===== src/design/tbed_pkg.sv =====
// ----------------------------------------------------------------------------
// tbed_pkg: shared types and constants of the two-beam direction detector
// Mode encoding, configuration and state records, result record, LED colors
// and configuration register indexes.
// ----------------------------------------------------------------------------
package tbed_pkg;

  // Machine modes, one-hot.
  typedef enum logic [4:0] {
    MODE_IDLE     = 5'b00001,
    MODE_ARMED    = 5'b00010,
    MODE_RINGING  = 5'b00100,
    MODE_OUTGOING = 5'b01000,
    MODE_COOLDOWN = 5'b10000
  } mode_e;

  // Codes of the modes as reported on the result channel.
  localparam logic [2:0] CODE_IDLE     = 3'd0;
  localparam logic [2:0] CODE_ARMED    = 3'd1;
  localparam logic [2:0] CODE_RINGING  = 3'd2;
  localparam logic [2:0] CODE_OUTGOING = 3'd3;
  localparam logic [2:0] CODE_COOLDOWN = 3'd4;

  // Configuration register indexes.
  localparam logic [2:0] REG_COOLDOWN_TICKS     = 3'd0;
  localparam logic [2:0] REG_BELL_TICKS         = 3'd1;
  localparam logic [2:0] REG_PASS_TIMEOUT_TICKS = 3'd2;
  localparam logic [2:0] REG_SENSOR_A_IDLE      = 3'd3;
  localparam logic [2:0] REG_SENSOR_B_IDLE      = 3'd4;

  // Register reset values.
  localparam logic [15:0] COOLDOWN_TICKS_RST     = 16'd2000;
  localparam logic [15:0] BELL_TICKS_RST         = 16'd1500;
  localparam logic [15:0] PASS_TIMEOUT_TICKS_RST = 16'd1000;

  // Saturation value of the tick timer.
  localparam logic [15:0] TICK_MAX = 16'hFFFF;

  // LED levels.
  localparam logic [7:0] LED_FULL = 8'd255;
  localparam logic [7:0] LED_PART = 8'd155;
  localparam logic [7:0] LED_OFF  = 8'd0;

  typedef struct packed {
    logic [15:0] cooldown_ticks;
    logic [15:0] bell_ticks;
    logic [15:0] pass_timeout_ticks;
    logic        sensor_a_idle_level;
    logic        sensor_b_idle_level;
  } tbed_cfg_t;

  typedef struct packed {
    mode_e       mode;
    logic [15:0] elapsed;
    logic [15:0] entries;
    logic [15:0] exits;
  } tbed_state_t;

  typedef struct packed {
    logic        bell_on;
    logic [2:0]  state_code;
    logic [15:0] entry_count;
    logic [15:0] exit_count;
    logic [7:0]  led_red;
    logic [7:0]  led_green;
    logic [7:0]  led_blue;
  } tbed_result_t;

endpackage


===== src/design/tbed_step.sv =====
// ----------------------------------------------------------------------------
// tbed_step: next-state and result logic for one tick
// Takes the registered machine state, the configuration and the two sensor
// levels of one tick, and forms the following state and the result record.
// ----------------------------------------------------------------------------
module tbed_step import tbed_pkg::*; (
  input  tbed_state_t  state_i,
  input  tbed_cfg_t    cfg_i,
  input  logic         sensor_a_i,
  input  logic         sensor_b_i,
  output tbed_state_t  state_o,
  output tbed_result_t result_o
);

  logic        act_a;
  logic        act_b;
  logic [15:0] elapsed_inc;

  // A sensor is active when its level differs from its idle level.
  assign act_a = sensor_a_i ^ cfg_i.sensor_a_idle_level;
  assign act_b = sensor_b_i ^ cfg_i.sensor_b_idle_level;

  // The timer advances in every mode but idle and saturates at its top.
  assign elapsed_inc = ((state_i.mode != MODE_IDLE) && (state_i.elapsed != TICK_MAX)) ?
                       state_i.elapsed + 16'd1 : state_i.elapsed;

  // Mode transitions.
  always_comb begin
    state_o         = state_i;
    state_o.elapsed = elapsed_inc;
    unique case (state_i.mode)
      MODE_ARMED: begin
        if (act_b) begin
          state_o.mode    = MODE_RINGING;
          state_o.elapsed = '0;
        end else if (elapsed_inc >= cfg_i.pass_timeout_ticks) begin
          state_o.mode = MODE_IDLE;
        end
      end
      MODE_RINGING: begin
        if (elapsed_inc >= cfg_i.bell_ticks) begin
          state_o.entries = state_i.entries + 16'd1;
          state_o.mode    = MODE_COOLDOWN;
          state_o.elapsed = '0;
        end
      end
      MODE_OUTGOING: begin
        if (act_a) begin
          state_o.exits = state_i.exits + 16'd1;
          state_o.mode  = MODE_IDLE;
        end else if (elapsed_inc >= cfg_i.pass_timeout_ticks) begin
          state_o.mode = MODE_IDLE;
        end
      end
      MODE_COOLDOWN: begin
        // Expiry wins over activity; activity restarts the quiet period.
        if (elapsed_inc >= cfg_i.cooldown_ticks) begin
          state_o.mode = MODE_IDLE;
        end else if (act_a || act_b) begin
          state_o.elapsed = '0;
        end
      end
      default: begin
        // Idle: the outer sensor has priority when both are active.
        if (act_a) begin
          state_o.mode    = MODE_ARMED;
          state_o.elapsed = '0;
        end else if (act_b) begin
          state_o.mode    = MODE_OUTGOING;
          state_o.elapsed = '0;
        end
      end
    endcase
  end

  // Result for the state after the tick.
  always_comb begin
    result_o.bell_on     = 1'b0;
    result_o.entry_count = state_o.entries;
    result_o.exit_count  = state_o.exits;
    unique case (state_o.mode)
      MODE_ARMED: begin
        result_o.state_code = CODE_ARMED;
        result_o.led_red    = LED_PART;
        result_o.led_green  = LED_FULL;
        result_o.led_blue   = LED_OFF;
      end
      MODE_RINGING: begin
        result_o.bell_on    = 1'b1;
        result_o.state_code = CODE_RINGING;
        result_o.led_red    = LED_FULL;
        result_o.led_green  = LED_OFF;
        result_o.led_blue   = LED_OFF;
      end
      MODE_OUTGOING: begin
        result_o.state_code = CODE_OUTGOING;
        result_o.led_red    = LED_OFF;
        result_o.led_green  = LED_FULL;
        result_o.led_blue   = LED_FULL;
      end
      MODE_COOLDOWN: begin
        result_o.state_code = CODE_COOLDOWN;
        result_o.led_red    = LED_OFF;
        result_o.led_green  = LED_OFF;
        result_o.led_blue   = LED_FULL;
      end
      default: begin
        result_o.state_code = CODE_IDLE;
        result_o.led_red    = LED_OFF;
        result_o.led_green  = LED_FULL;
        result_o.led_blue   = LED_OFF;
      end
    endcase
  end

endmodule


===== src/design/two_beam_entry_direction_fsm.sv =====
// ----------------------------------------------------------------------------
// two_beam_entry_direction_fsm: two-beam entry and exit detector with bell
// Each request is one millisecond tick with the levels of the outer (A) and
// inner (B) beam sensors; each tick yields one result with the bell level,
// the mode code, the entry and exit counters and the LED color.
//
// Usage:
// - Tick channel in_valid_i / in_ready_o, result channel out_valid_o /
//   out_ready_i; a request moves when valid and ready are both high.
// - The machine state and the result register are updated in the cycle a
//   tick is accepted; the result is valid from the next cycle on.
// - One tick per cycle is sustained while out_ready_i is high; the rate is
//   set by the single result register, refilled in the same cycle it is emptied.
// - When the receiver stalls, the held result blocks in_ready_o until taken.
// - Reset clears the state to idle, zeroes timer and counters and loads the
//   register defaults (cooldown 2000, bell 1500, pass timeout 1000, idle
//   levels 0). Registers are written through cfg_we_i / cfg_index_i /
//   cfg_data_i while no tick is in flight; unknown indexes are ignored.
// ----------------------------------------------------------------------------
module two_beam_entry_direction_fsm import tbed_pkg::*; (
  input  logic        clk_i,
  input  logic        rst_ni,
  input  logic        cfg_we_i,
  input  logic [2:0]  cfg_index_i,
  input  logic [15:0] cfg_data_i,
  input  logic        in_valid_i,
  output logic        in_ready_o,
  input  logic        sensor_a_i,
  input  logic        sensor_b_i,
  output logic        out_valid_o,
  input  logic        out_ready_i,
  output logic        bell_on_o,
  output logic [2:0]  state_code_o,
  output logic [15:0] entry_count_o,
  output logic [15:0] exit_count_o,
  output logic [7:0]  led_red_o,
  output logic [7:0]  led_green_o,
  output logic [7:0]  led_blue_o
);

  tbed_cfg_t    cfg_q;
  tbed_state_t  state_q;
  tbed_state_t  state_d;
  tbed_result_t result_q;
  tbed_result_t result_d;
  logic         out_valid_q;
  logic         accept;

  // Accept a tick whenever the result register is empty or being drained.
  assign in_ready_o = !out_valid_q || out_ready_i;
  assign accept     = in_valid_i && in_ready_o;

  // Configuration registers.
  always_ff @(posedge clk_i or negedge rst_ni) begin
    if (!rst_ni) begin
      cfg_q.cooldown_ticks      <= COOLDOWN_TICKS_RST;
      cfg_q.bell_ticks          <= BELL_TICKS_RST;
      cfg_q.pass_timeout_ticks  <= PASS_TIMEOUT_TICKS_RST;
      cfg_q.sensor_a_idle_level <= 1'b0;
      cfg_q.sensor_b_idle_level <= 1'b0;
    end else if (cfg_we_i) begin
      unique case (cfg_index_i)
        REG_COOLDOWN_TICKS:     cfg_q.cooldown_ticks      <= cfg_data_i;
        REG_BELL_TICKS:         cfg_q.bell_ticks          <= cfg_data_i;
        REG_PASS_TIMEOUT_TICKS: cfg_q.pass_timeout_ticks  <= cfg_data_i;
        REG_SENSOR_A_IDLE:      cfg_q.sensor_a_idle_level <= cfg_data_i[0];
        REG_SENSOR_B_IDLE:      cfg_q.sensor_b_idle_level <= cfg_data_i[0];
        default: ;
      endcase
    end
  end

  // Tick logic.
  tbed_step u_step (
    .state_i    (state_q),
    .cfg_i      (cfg_q),
    .sensor_a_i (sensor_a_i),
    .sensor_b_i (sensor_b_i),
    .state_o    (state_d),
    .result_o   (result_d)
  );

  // Machine state, updated once per accepted tick.
  always_ff @(posedge clk_i or negedge rst_ni) begin
    if (!rst_ni) begin
      state_q.mode    <= MODE_IDLE;
      state_q.elapsed <= '0;
      state_q.entries <= '0;
      state_q.exits   <= '0;
    end else if (accept) begin
      state_q <= state_d;
    end
  end

  // Result valid flag.
  always_ff @(posedge clk_i or negedge rst_ni) begin
    if (!rst_ni) begin
      out_valid_q <= 1'b0;
    end else if (in_ready_o) begin
      out_valid_q <= in_valid_i;
    end
  end

  // Result payload.
  always_ff @(posedge clk_i) begin
    if (accept) begin
      result_q <= result_d;
    end
  end

  assign out_valid_o   = out_valid_q;
  assign bell_on_o     = result_q.bell_on;
  assign state_code_o  = result_q.state_code;
  assign entry_count_o = result_q.entry_count;
  assign exit_count_o  = result_q.exit_count;
  assign led_red_o     = result_q.led_red;
  assign led_green_o   = result_q.led_green;
  assign led_blue_o    = result_q.led_blue;

endmodule


===== config.mk =====
export PLATFORM = sky130hd
export DESIGN_NAME = two_beam_entry_direction_fsm
export DESIGN_NICKNAME = d
export VERILOG_FILES = /design/src/design/tbed_pkg.sv /design/src/design/tbed_step.sv /design/src/design/two_beam_entry_direction_fsm.sv
export SDC_FILE = /design/constraint.sdc
export NUM_CORES = 1
export LEC_CHECK = 0
export BUFFER_PORTS_ARGS = -buffer_cell sky130_fd_sc_hd__buf_4
export CAP_MARGIN = 20
export CELL_PAD_IN_SITES_DETAIL_PLACEMENT = 1
export CELL_PAD_IN_SITES_GLOBAL_PLACEMENT = 1
export CORE_ASPECT_RATIO = 1.2
export CORE_MARGIN = 2
export CORE_UTILIZATION = 40
export DETAILED_ROUTE_END_ITERATION = 8
export GPL_ROUTABILITY_DRIVEN = 0
export PLACE_DENSITY_LB_ADDON = 0.1
export RECOVER_POWER = 25
export SETUP_SLACK_MARGIN = 0.02
export SYNTH_ARGS = -nofsm -noshare
export SYNTH_HDL_FRONTEND = slang
export SYNTH_SLANG_ARGS = --single-unit

===== constraint.sdc =====
create_clock -name clk_i -period 11.9 [get_ports clk_i]
set_clock_uncertainty 0.1 [all_clocks]
set_input_delay 1.785 -clock clk_i [delete_from_list [all_inputs] [get_ports clk_i]]
set_output_delay 1.785 -clock clk_i [all_outputs]
set_load 0.05 [all_outputs]

==> results.md, run 1 <==
* Outcome: complete, but fails checks
* Failing checks: capacitance limit, slew limit
* Post-Route WL at 18.82 mm
* Drt drc at 0
* Die height at 156.9 um
* GRT Util Overall at 19.32%
* Crit path from: rst_ni
* Hold Violations, Final at 0
* Slowest CP cell: clkbuf_1
* CP Launch Type: primary input
* DR iter-0 viols at 232
* Vias/cell at 5.230
* Post-route ant nets at 0
* Layout Cells excl Fill at 1126
* Peak VDD IR at 0.1039 mV
* Hold path depth at 1
* Initial antenna violation count at 0
* Slowest stage delay, CP at 2050 ps
* Register area share after synthesis at 48.75%
* Dominant cell type by area after synthesis: dfrtp_1
* Post-synth EDFFs at 39
* Tcrit/Tclk final at 53.74%
* YS warnings at 0
* Largest cells by area after synthesis: dfrtp_1, edfxtp_1, ha_1
* Final setup vio count at 0
* Post-synth ARST share at 72.73%
* Area of the multi-input gates at 3543 sq um
* Root buffer cell: clkbuf_16
* CTS Hold Bufs at 0
* Critical R2R Launch: state_q[32]
* Crit Path Class: primary input to asynchronous set/reset pin
* RSZ-0062 raised after global routing: no
* Pwr dens at 189.8 nW/um^2
* Syn Nets at 867
* Met2 Track Usage GR at 33.71%
* Critical Path RT at 11720 ps
* Setup bufs post-CTS at 0
* Hold Path Sink: state_q[15]
* Total Neg Setup Slack at 0 ps
* Avg Cell Area, Syn at 9.864 sq um
* PostCTS Resize Cnt at 0
* Worst slack, placed at 6491 ps
* Reg area at 3799 sq um
* Vias post-DR at 5889
* Netlist cell types at 64
* Top delay family on crit path: buffers and inverters
* # IOs at 88
* Setup ws final at 5505 ps
* Reg2reg setup slack at 6460 ps
* FF+latch count, synth at 143
* CP Cell Sequence: clkbuf_1, clkbuf_1, clkbuf_1
* GR Overflow Total at 0
* First-pass GRT wire length at 32.17 mm
* Met3 usage at 4.058%
* H-Tree Depth at 4
* # diodes at 0
* Synth Flop Type: dfrtp_1
* Post-synthesis cell area at 7792 sq um
* Nets@finish at 934
* Most frequent cell after synthesis: nand2_1
* CP Max Fanout at 49
* Core footprint at 18990 sq um
* Width of the die at 131.4 um
* Detailed Place HPWL at 13.50 mm
* Drt first pass iters at 4
* Clock Tree Buf Depth at 2
* WP buf/inv at 3
* FP Rows at 55
* WP depth at 3
* Largest net degree at the start of global routing at 78
* Number of global-route vias before repair at 6353
* Fmax at 156.4 MHz
* Leakage at 4.085 nW
* Worst reg2reg path depth at 14
* Synth top cells by count: nand2_1, dfrtp_1, o21ai_0
* Filler cell count at 2166
* CTS Buf Count at 17
* PortBufs at 87
* Clock transition at path regs at 60 ps
* Hold Path Class: register to register
* Min Tclk post-route at 6395 ps
* WP data arrival at 6220 ps
* Number of max-cap violations at 2
* Initial Utilization at 41.03%
* Layer with the highest usage: met2
* Share of layout cells above drive strength 1 at 19.31%
* Cell mode on critical path: clkbuf_1
* Worst R2R End: state_q[45]
* Die area at 20620 sq um
* Critical Path End Type: asynchronous set/reset pin
* Yosys top cell area share at 26.97%
* Mapped Cells at 790
* Max Slew Vio Count at 80
* Hold Crit Start: state_q[15]
* Area Growth Syn to Fin at 18.35%
* Worst slew pin tran at 2787 ps
* Clock sinks at 143
* Placed cell count at 1093
* Per-cell routed wire length at 16.71 um
* Slew HR at -85.82%
* CTS tree: yes
* GRT met1 Usage at 23.98%
* Clk Latency, worst-skew pair at 430 ps
[worst register-to-register path, cell delays in order, from the launching register on]
cell       delay (ps)
dfrtp_1           460
ha_1              270
nand4_1           100
nor4_1             70
a311oi_1          910
nand2_1           250
xnor2_1           400
ha_1              210
nand2_1            60
a2111oi_1         630
o21ai_1           280
and4b_1           300
o41a_1            730
nor2_1            380
o21ai_0           150
[per-stage QoR]
step | instance area, sq um | util (%) | hold slack [ps] | total power [mW]
2_1_floorplan | 7792 | - | 360.7 | 1.034
3_3_place_gp | 8577 | 45.16 | 376.8 | 1.136
3_5_place_dp | 8577 | 45.16 | 383.5 | 1.156
4_1_cts | 9244 | 48.67 | 395.8 | 1.769
5_1_grt | 9223 | 48.56 | 415.0 | 1.840
6_report | 9223 | 48.56 | 389.6 | 1.750
[metal layers]
metal  share of wire, %  up-vias
li1                   -     2848
met1                 45     2903
met2                 50      113
met3                3.7       25
met4                1.7        0
met5                  0        -
[state kept, by name, indices dropped and copies added, names as in the netlist]
register / cells
led_green_o: 1
led_blue_o: 1
bell_on_o: 1
exit_count_o: 16
entry_count_o: 16
cfg_q: 50
led_red_o: 1
state_code_o: 3
out_valid_o: 1
state_q: 53
[area by class of cell]
| cell class | instances | area share, % |
|---|---|---|
| clock buffer | 18 | 4.762 |
| inverter | 57 | 2.320 |
| tap | 256 | 3.473 |
| clock inverter | 14 | 2.469 |
| sequential | 143 | 41.19 |
| timing repair buffer | 94 | 7.367 |
| multi-input combinational | 544 | 38.42 |
[cells by family after synthesis]
| logic type | after synthesis | share of synthesized area, % |
|---|---|---|
| XOR/XNOR | 75 | 8.430 |
| AND/OR/NAND/NOR | 266 | 16.07 |
| flip-flops | 143 | 48.75 |
| multiplexers | 9 | 1.301 |
| AO/OA/AOI/OAI | 143 | 11.05 |
| buffers and inverters | 103 | 6.214 |
| adder cells (fa/ha/maj) | 51 | 8.189 |
[cell usage in the layout, fill, tap and decap left out, types with 7 or more instances in the layout]
cell / instances
o21ai_0: 72
dfstp_2: 20
and3_1: 7
a21oi_1: 24
clkbuf_1: 7
xor2_1: 43
buf_4: 86
inv_1: 56
edfxtp_1: 39
nand3_1: 29
ha_1: 51
nand2_1: 110
nor3_1: 17
xnor2_1: 32
dfrtp_1: 84
mux2_2: 9
nand4_1: 20
clkbuf_16: 17
nor2_1: 53
[worst max path at each step]
stage	to	slack (ps)
after floorplan	state_q[10]	7450
after global placement	state_q[45]	6730
after detailed placement	state_q[45]	6490
after CTS	state_q[45]	6430
after global routing	state_q[5]	4570
final	state_q[5]	5510
[power breakdown]
part | internal (mW) | switching (mW)
Clock | 0.382 | 0.223
Sequential | 0.589 | 0.0479
Combinational | 0.160 | 0.348
Total | 1.13 | 0.619
Note: power is estimated with default switching activity, not from simulation.
==> run 2: changes to the inputs <==
ABC_AREA = 1   (was not set)
clock period = 5.8 ns   (was 11.9 ns; I/O delays follow)
==> run 2 against run 1 <==
  * First-iteration DRC count rose by 7.3%
  * Sequential share of layout area down 0.49 points
  * Highest routed layer unchanged
  * The flow still finishes with violations (capacitance limit, slew limit)
  * Cell count grew 14%
  * Via count up 5.0%
  * Global-route usage decreased by 0.63 points
  * Largest cell class unchanged
  * Utilization down 0.98 points
  * Critical path type is now register to register
  * Largest power group unchanged
==> results.md, run 2 <==
* Outcome: complete, but fails checks
* Failing checks: capacitance limit, slew limit
* Core footprint at 19620 sq um
* Detailed Place HPWL at 13.85 mm
* Clock sinks at 143
* Tcrit/Tclk final at 68.44%
* Most frequent cells in the layout: nand2_1, inv_1, o21ai_0
* FF+latch count, synth at 143
* Avg Cell Area, Syn at 8.488 sq um
* YS warnings at 0
* Vias/cell at 4.799
* CTS Buf Count at 17
* Core Util, Final at 47.58%
* Initial antenna violation count at 0
* Pwr dens at 401.2 nW/um^2
* DR iter-0 viols at 249
* Clock transition at path regs at 70 ps
* Largest net degree at the start of global routing at 83
* H-Tree Depth at 4
* Critical Path End Type: register
* Fmax at 251.9 MHz
* Peak VDD IR at 0.2198 mV
* Drt first pass iters at 5
* Worst slack, placed at 1789 ps
* Post-Synth Adder-Cell Area at 7.964%
* Largest reg by FF count: state_q
* Min Tclk post-route at 3969 ps
* CP Launch Type: register
* Hold Path Class: register to register
* Largest family of logic cells by synthesized area: simple AND/OR/NAND/NOR gates
* First-pass GRT wire length at 31.73 mm
* Leading cell type in the layout, fill and taps excluded: nand2_1
* Root buffer cell: clkbuf_16
* GRT Util Overall at 18.69%
* Drt drc at 0
* Multiplexer share of the synthesized area at 0%
* Dominant cell type by area after synthesis: dfrtp_1
* WP data arrival at 4140 ps
* Die height at 159.0 um
* Number of max-cap violations at 1
* Area Growth Syn to Fin at 16.49%
* Post-synthesis cell area at 8013 sq um
* Share of layout cells above drive strength 1 at 15.37%
* Largest regs: state_q x53, cfg_q x50
* Largest cells by area after synthesis: dfrtp_1, edfxtp_1, nand2_1
* Post-synthesis xor/xnor area fraction at 5.012%
* # diodes at 0
* Register area share after synthesis at 47.41%
* CTS Hold Bufs at 0
* Reg area at 3799 sq um
* Syn Nets at 1021
* Crit Path Class: register to register
* Synth Area in Compound Gates at 8.463%
* Met2 Track Usage GR at 33.11%
* Width of the die at 133.2 um
* Post-Route WL at 18.79 mm
* Nets@finish at 1092
* Area of the multi-input gates at 3351 sq um
* Clock Tree Buf Depth at 2
* Post-synth ARST share at 72.73%
* Number of global-route vias before repair at 6444
* Total Neg Setup Slack at 0 ps
* CTS tree: yes
* Mapped Cells at 944
* Clk Latency, worst-skew pair at 430 ps
* GRT met1 Usage at 22.77%
* Post-synthesis simple-gate area fraction at 20.57%
* Hold Violations, Final at 0
* Setup bufs post-CTS at 0
* Setup ws final at 1831 ps
* Synth Flop Type: dfrtp_1
* Post-synth EDFFs at 39
* RSZ-0062 raised after global routing: no
* FP Rows at 56
* Max reg flops at 53
* Yosys top cell area share at 26.23%
* Netlist cell types at 42
* Synth top cells by count: nand2_1, inv_1, o21ai_0
* Critical Path RT at 5970 ps
* Final setup vio count at 0
* Max Slew Vio Count at 55
* Filler cell count at 2374
* Leakage at 4.637 nW
* Die area at 21180 sq um
* # IOs at 88
* Slew HR at -108.6%
* Vias post-DR at 6186
* Initial Utilization at 40.84%
* Most frequent cell after synthesis: nand2_1
* GR Overflow Total at 0
* PostCTS Resize Cnt at 0
* PortBufs at 87
* Met3 usage at 2.993%
* Worst slew pin tran at 3129 ps
* Layer with the highest usage: met2
* Per-cell routed wire length at 14.58 um
* Worst hold slack at 383.7 ps
* Post-route ant nets at 0
* CP Max Fanout at 8
## run 2: changes by cell type after synthesis, moves of 16 or more
cell and change:
nand2_1 +126, nand3_1 +16, o21ai_0 +27, inv_1 +101
xnor2_1 -31
## run 2: worst paths after layout
kind	from	to	slack [ps]	depth (start not counted)
worst max-delay path	state_q[32]	led_green_o[6]	1830	19
worst min-delay path	cfg_q[17]	cfg_q[17]	380	2
worst max register to register	state_q[32]	led_green_o[6]	1830	19
worst min register to register	cfg_q[17]	cfg_q[17]	380	2
max in group asynchronous	rst_ni	cfg_q[46]	2270	2
min in group asynchronous	rst_ni	state_q[5]	1360	1
## run 2: routing by layer
layer | up-vias | routed length (um)
met5 | - | 0
met4 | 0 | 400
met3 | 28 | 413
met2 | 75 | 9493
met1 | 2952 | 8484
li1 | 3131 | -
## run 2: layout make-up
class                   count  area share [%]
clock inverters            12           1.220
flip-flops and latches    143           40.70
repair buffers             93           7.453
multi-input cells         598           35.90
clock buffers              20           4.678
well taps                 261           3.499
inverters                 162           6.555
## run 2: through the flow
step,cell area [sq um],std cells,power (mW)
global route,9334,1289,3.987
finish,9334,1289,3.745
CTS,9329,1286,3.795
floorplan,8013,944,2.398
global placement,8778,1254,2.707
detailed placement,8778,1254,2.730
## run 2: power by group
part	switching (mW)	leakage [nW]	internal [mW]	total, mW
registers	0.115	1.70	1.27	1.38
logic	0.930	2.67	0.390	1.32
clock network	0.451	0.262	0.593	1.04
total	1.50	4.64	2.25	3.74
## run 2: worst max-delay path: stages (launching register included)
cell	delay [ps]
dfrtp_1	390
ha_1	220
nand3_1	120
nor2_1	70
nand3_1	80
nand2_2	130
inv_2	150
nand3_1	180
nor3_2	160
xor2_1	400
ha_1	320
nand2_1	100
nor2_1	50
a21oi_1	330
nand3_2	260
nand2_4	200
nand3_1	120
nor2_1	120
nand3_1	160
o211ai_1	140
## run 2: kinds of logic (layout without fill, tap and decap cells)
logic type / after synthesis / count (layout)
buffers and inverters: 203 / 287
AOI/OAI and AO/OA: 128 / 128
xor gates and xnor gates: 45 / 45
adders and majority gates: 51 / 51
DFF: 143 / 143
and+or+nand+nor: 374 / 374
==> run 3: changes to the inputs <==
ABC_AREA = 0   (was 1)
clock period = 3.6 ns   (was 5.8 ns; I/O delays follow)
==> run 3 against run 2 <==
  * The flow finishes with violations (capacitance limit, slew limit, setup timing)
  * Cell area is 24% higher
  * Flip-flop and latch count stayed put
  * Cell count is 1.8% lower
  * Largest power group is now combinational logic
==> results.md, run 3 (synthesized netlist as in run 1, its figures left out) <==
* Die height at 156.9 um
* Fin area at 11590 sq um
* Per-cell routed wire length at 21.15 um
* CP Max Fanout at 5
* Final setup vio count at 60
* Pwr dens at 559.7 nW/um^2
* Worst hold slack at 229.8 ps
* Total Neg Setup Slack at -21060 ps
* Core footprint at 18990 sq um
* Area Growth Syn to Fin at 48.80%
* Met1 Wirelength at 10.25 mm
* GRT Util Overall at 24.19%
* Critical Path End Type: register
* Drt first pass iters at 4
* Max Slew Vio Count at 60
* Post-route ant nets at 0
* Share of layout cells above drive strength 1 at 45.35%
* Hold Violations, Final at 0
* CTS Buf Count at 17
* Largest regs: state_q x53, cfg_q x50
* Post-Route WL at 26.78 mm
* Initial antenna violation count at 0
* Vias post-DR at 6813
* Initial Utilization at 41.03%
* Outcome: complete, but fails checks
* Number of max-cap violations at 1
* CP Launch Type: register
* Clock transition at path regs at 70 ps
* Clk Latency, worst-skew pair at 420 ps
* Most frequent cells in the layout: buf_4, nand2_1, dfrtp_1
* Vias/cell at 5.382
* Met2 WL at 14.37 mm
* Number of global-route vias before repair at 7512
* Hold path depth at 2
* Critical Path RT at 3810 ps
* WP data arrival at 4440 ps
* Clock Tree Buf Depth at 2
* First-pass GRT wire length at 39.29 mm
* PortBufs at 87
* Largest net degree at the start of global routing at 60
* Root buffer cell: clkbuf_16
* Width of the die at 131.4 um
* Hold Path Class: primary input to register
* CTS Hold Bufs at 0
* Fmax at 236.5 MHz
* Setup ws final at -629.2 ps
* Failing checks: capacitance limit, slew limit, setup timing
* Slew HR at -8.445%
* # diodes at 0
* Die area at 20620 sq um
* Dpl cell area at 9324 sq um
* Leading cell type in the layout, fill and taps excluded: buf_4
* Nets@finish at 1074
* DR iter-0 viols at 280
* Clock sinks at 143
* H-Tree Depth at 4
* GR Overflow Total at 0
* Max reg flops at 53
* Worst slew pin tran at 1627 ps
* Worst reg2reg path depth at 18
* Largest reg by FF count: state_q
* Tcrit/Tclk final at 117.5%
* Metal3 WL at 952 um
* # IOs at 88
* Leakage at 5.129 nW
* Detailed Place HPWL at 15.06 mm
* FP Rows at 55
* Min Tclk post-route at 4229 ps
* Drt drc at 0
* Crit Path Class: register to register
* RSZ-0062 raised after global routing: yes
* CTS tree: yes
* Reg2reg setup slack at -630 ps
* Top Layer Used: met4
* Peak VDD IR at 0.3678 mV
run 3: cell types whose count changed in the layout (fill, tap and decap cells not counted), sizes merged, moves of 8 or more:
cell    before  now
nand2      238  113
clkbuf      29   21
mux2         0    9
nand3       47   29
and3         0    8
inv        163   65
o21ai       99   77
buf         84  230
xnor2        2   32
run 3: path summary, 6_finish.rpt:
| path | startpoint | end |
|---|---|---|
| max in group asynchronous | rst_ni | state_q[33] |
| min | in_valid_i | out_valid_o |
| max | state_q[33] | state_q[47] |
| min reg2reg | cfg_q[28] | cfg_q[28] |
| max reg2reg | state_q[33] | state_q[47] |
| min in group asynchronous | rst_ni | cfg_q[15] |
run 3: timing repair:
action / CTS / global route
endpoints found under the setup margin: 56 / 60
gates resized for setup: 162 / 90
hold endpoints to repair: 0 / 0
pin swaps: 73 / 42
buffers inserted: 45 / 21
cloned: 1 / 1
run 3: layer usage:
| layer | vias up | track usage, % |
|---|---|---|
| li1 | 3126 | - |
| met4 | 0 | 12.22 |
| met3 | 71 | 4.863 |
| met5 | - | 0 |
| met2 | 184 | 45.03 |
| met1 | 3432 | 26.17 |
run 3: layout make-up:
class,instances,area (sq um)
Clock buffer,18,429.2
Fill cell,2023,7398
Inverter,57,214.0
Multi-Input combinational cell,545,4796
Clock inverter,14,146.4
Timing Repair Buffer,233,1891
Sequential cell,143,3799
Tap cell,256,320.3
run 3: worst max-delay path, stage by stage, from the launching register on:
cell and delay [ps]:
dfrtp_1 380, ha_2 190, nand4_1 120, nor4_4 80, a311oi_2 250, buf_4 200
nand4_1 240, xnor2_2 240, buf_4 160, ha_4 270, nand2_2 80, nor2_4 160
a41oi_4 180, or4_4 460, nand2_2 110, o41a_1 330, buf_6 190, nand2_8 90
o31ai_4 280
run 3: stage by stage:
step                std cells  setup slack (ps)  power, mW  utilization (%)
floorplan                 790            -125.7      3.433                -
global placement         1182            -263.8      3.955            49.09
detailed placement       1182            -405.2      4.035            49.09
CTS                      1253            -238.0      6.142            58.00
global route             1266            -777.8      6.785            61.05
finish                   1266            -629.2      6.490            61.05
run 3: power by group:
group	switching [mW]	internal [mW]	total, mW
clock network	0.787	0.978	1.76
logic	1.63	1.02	2.65
registers	0.131	1.95	2.08
total	2.55	3.94	6.49
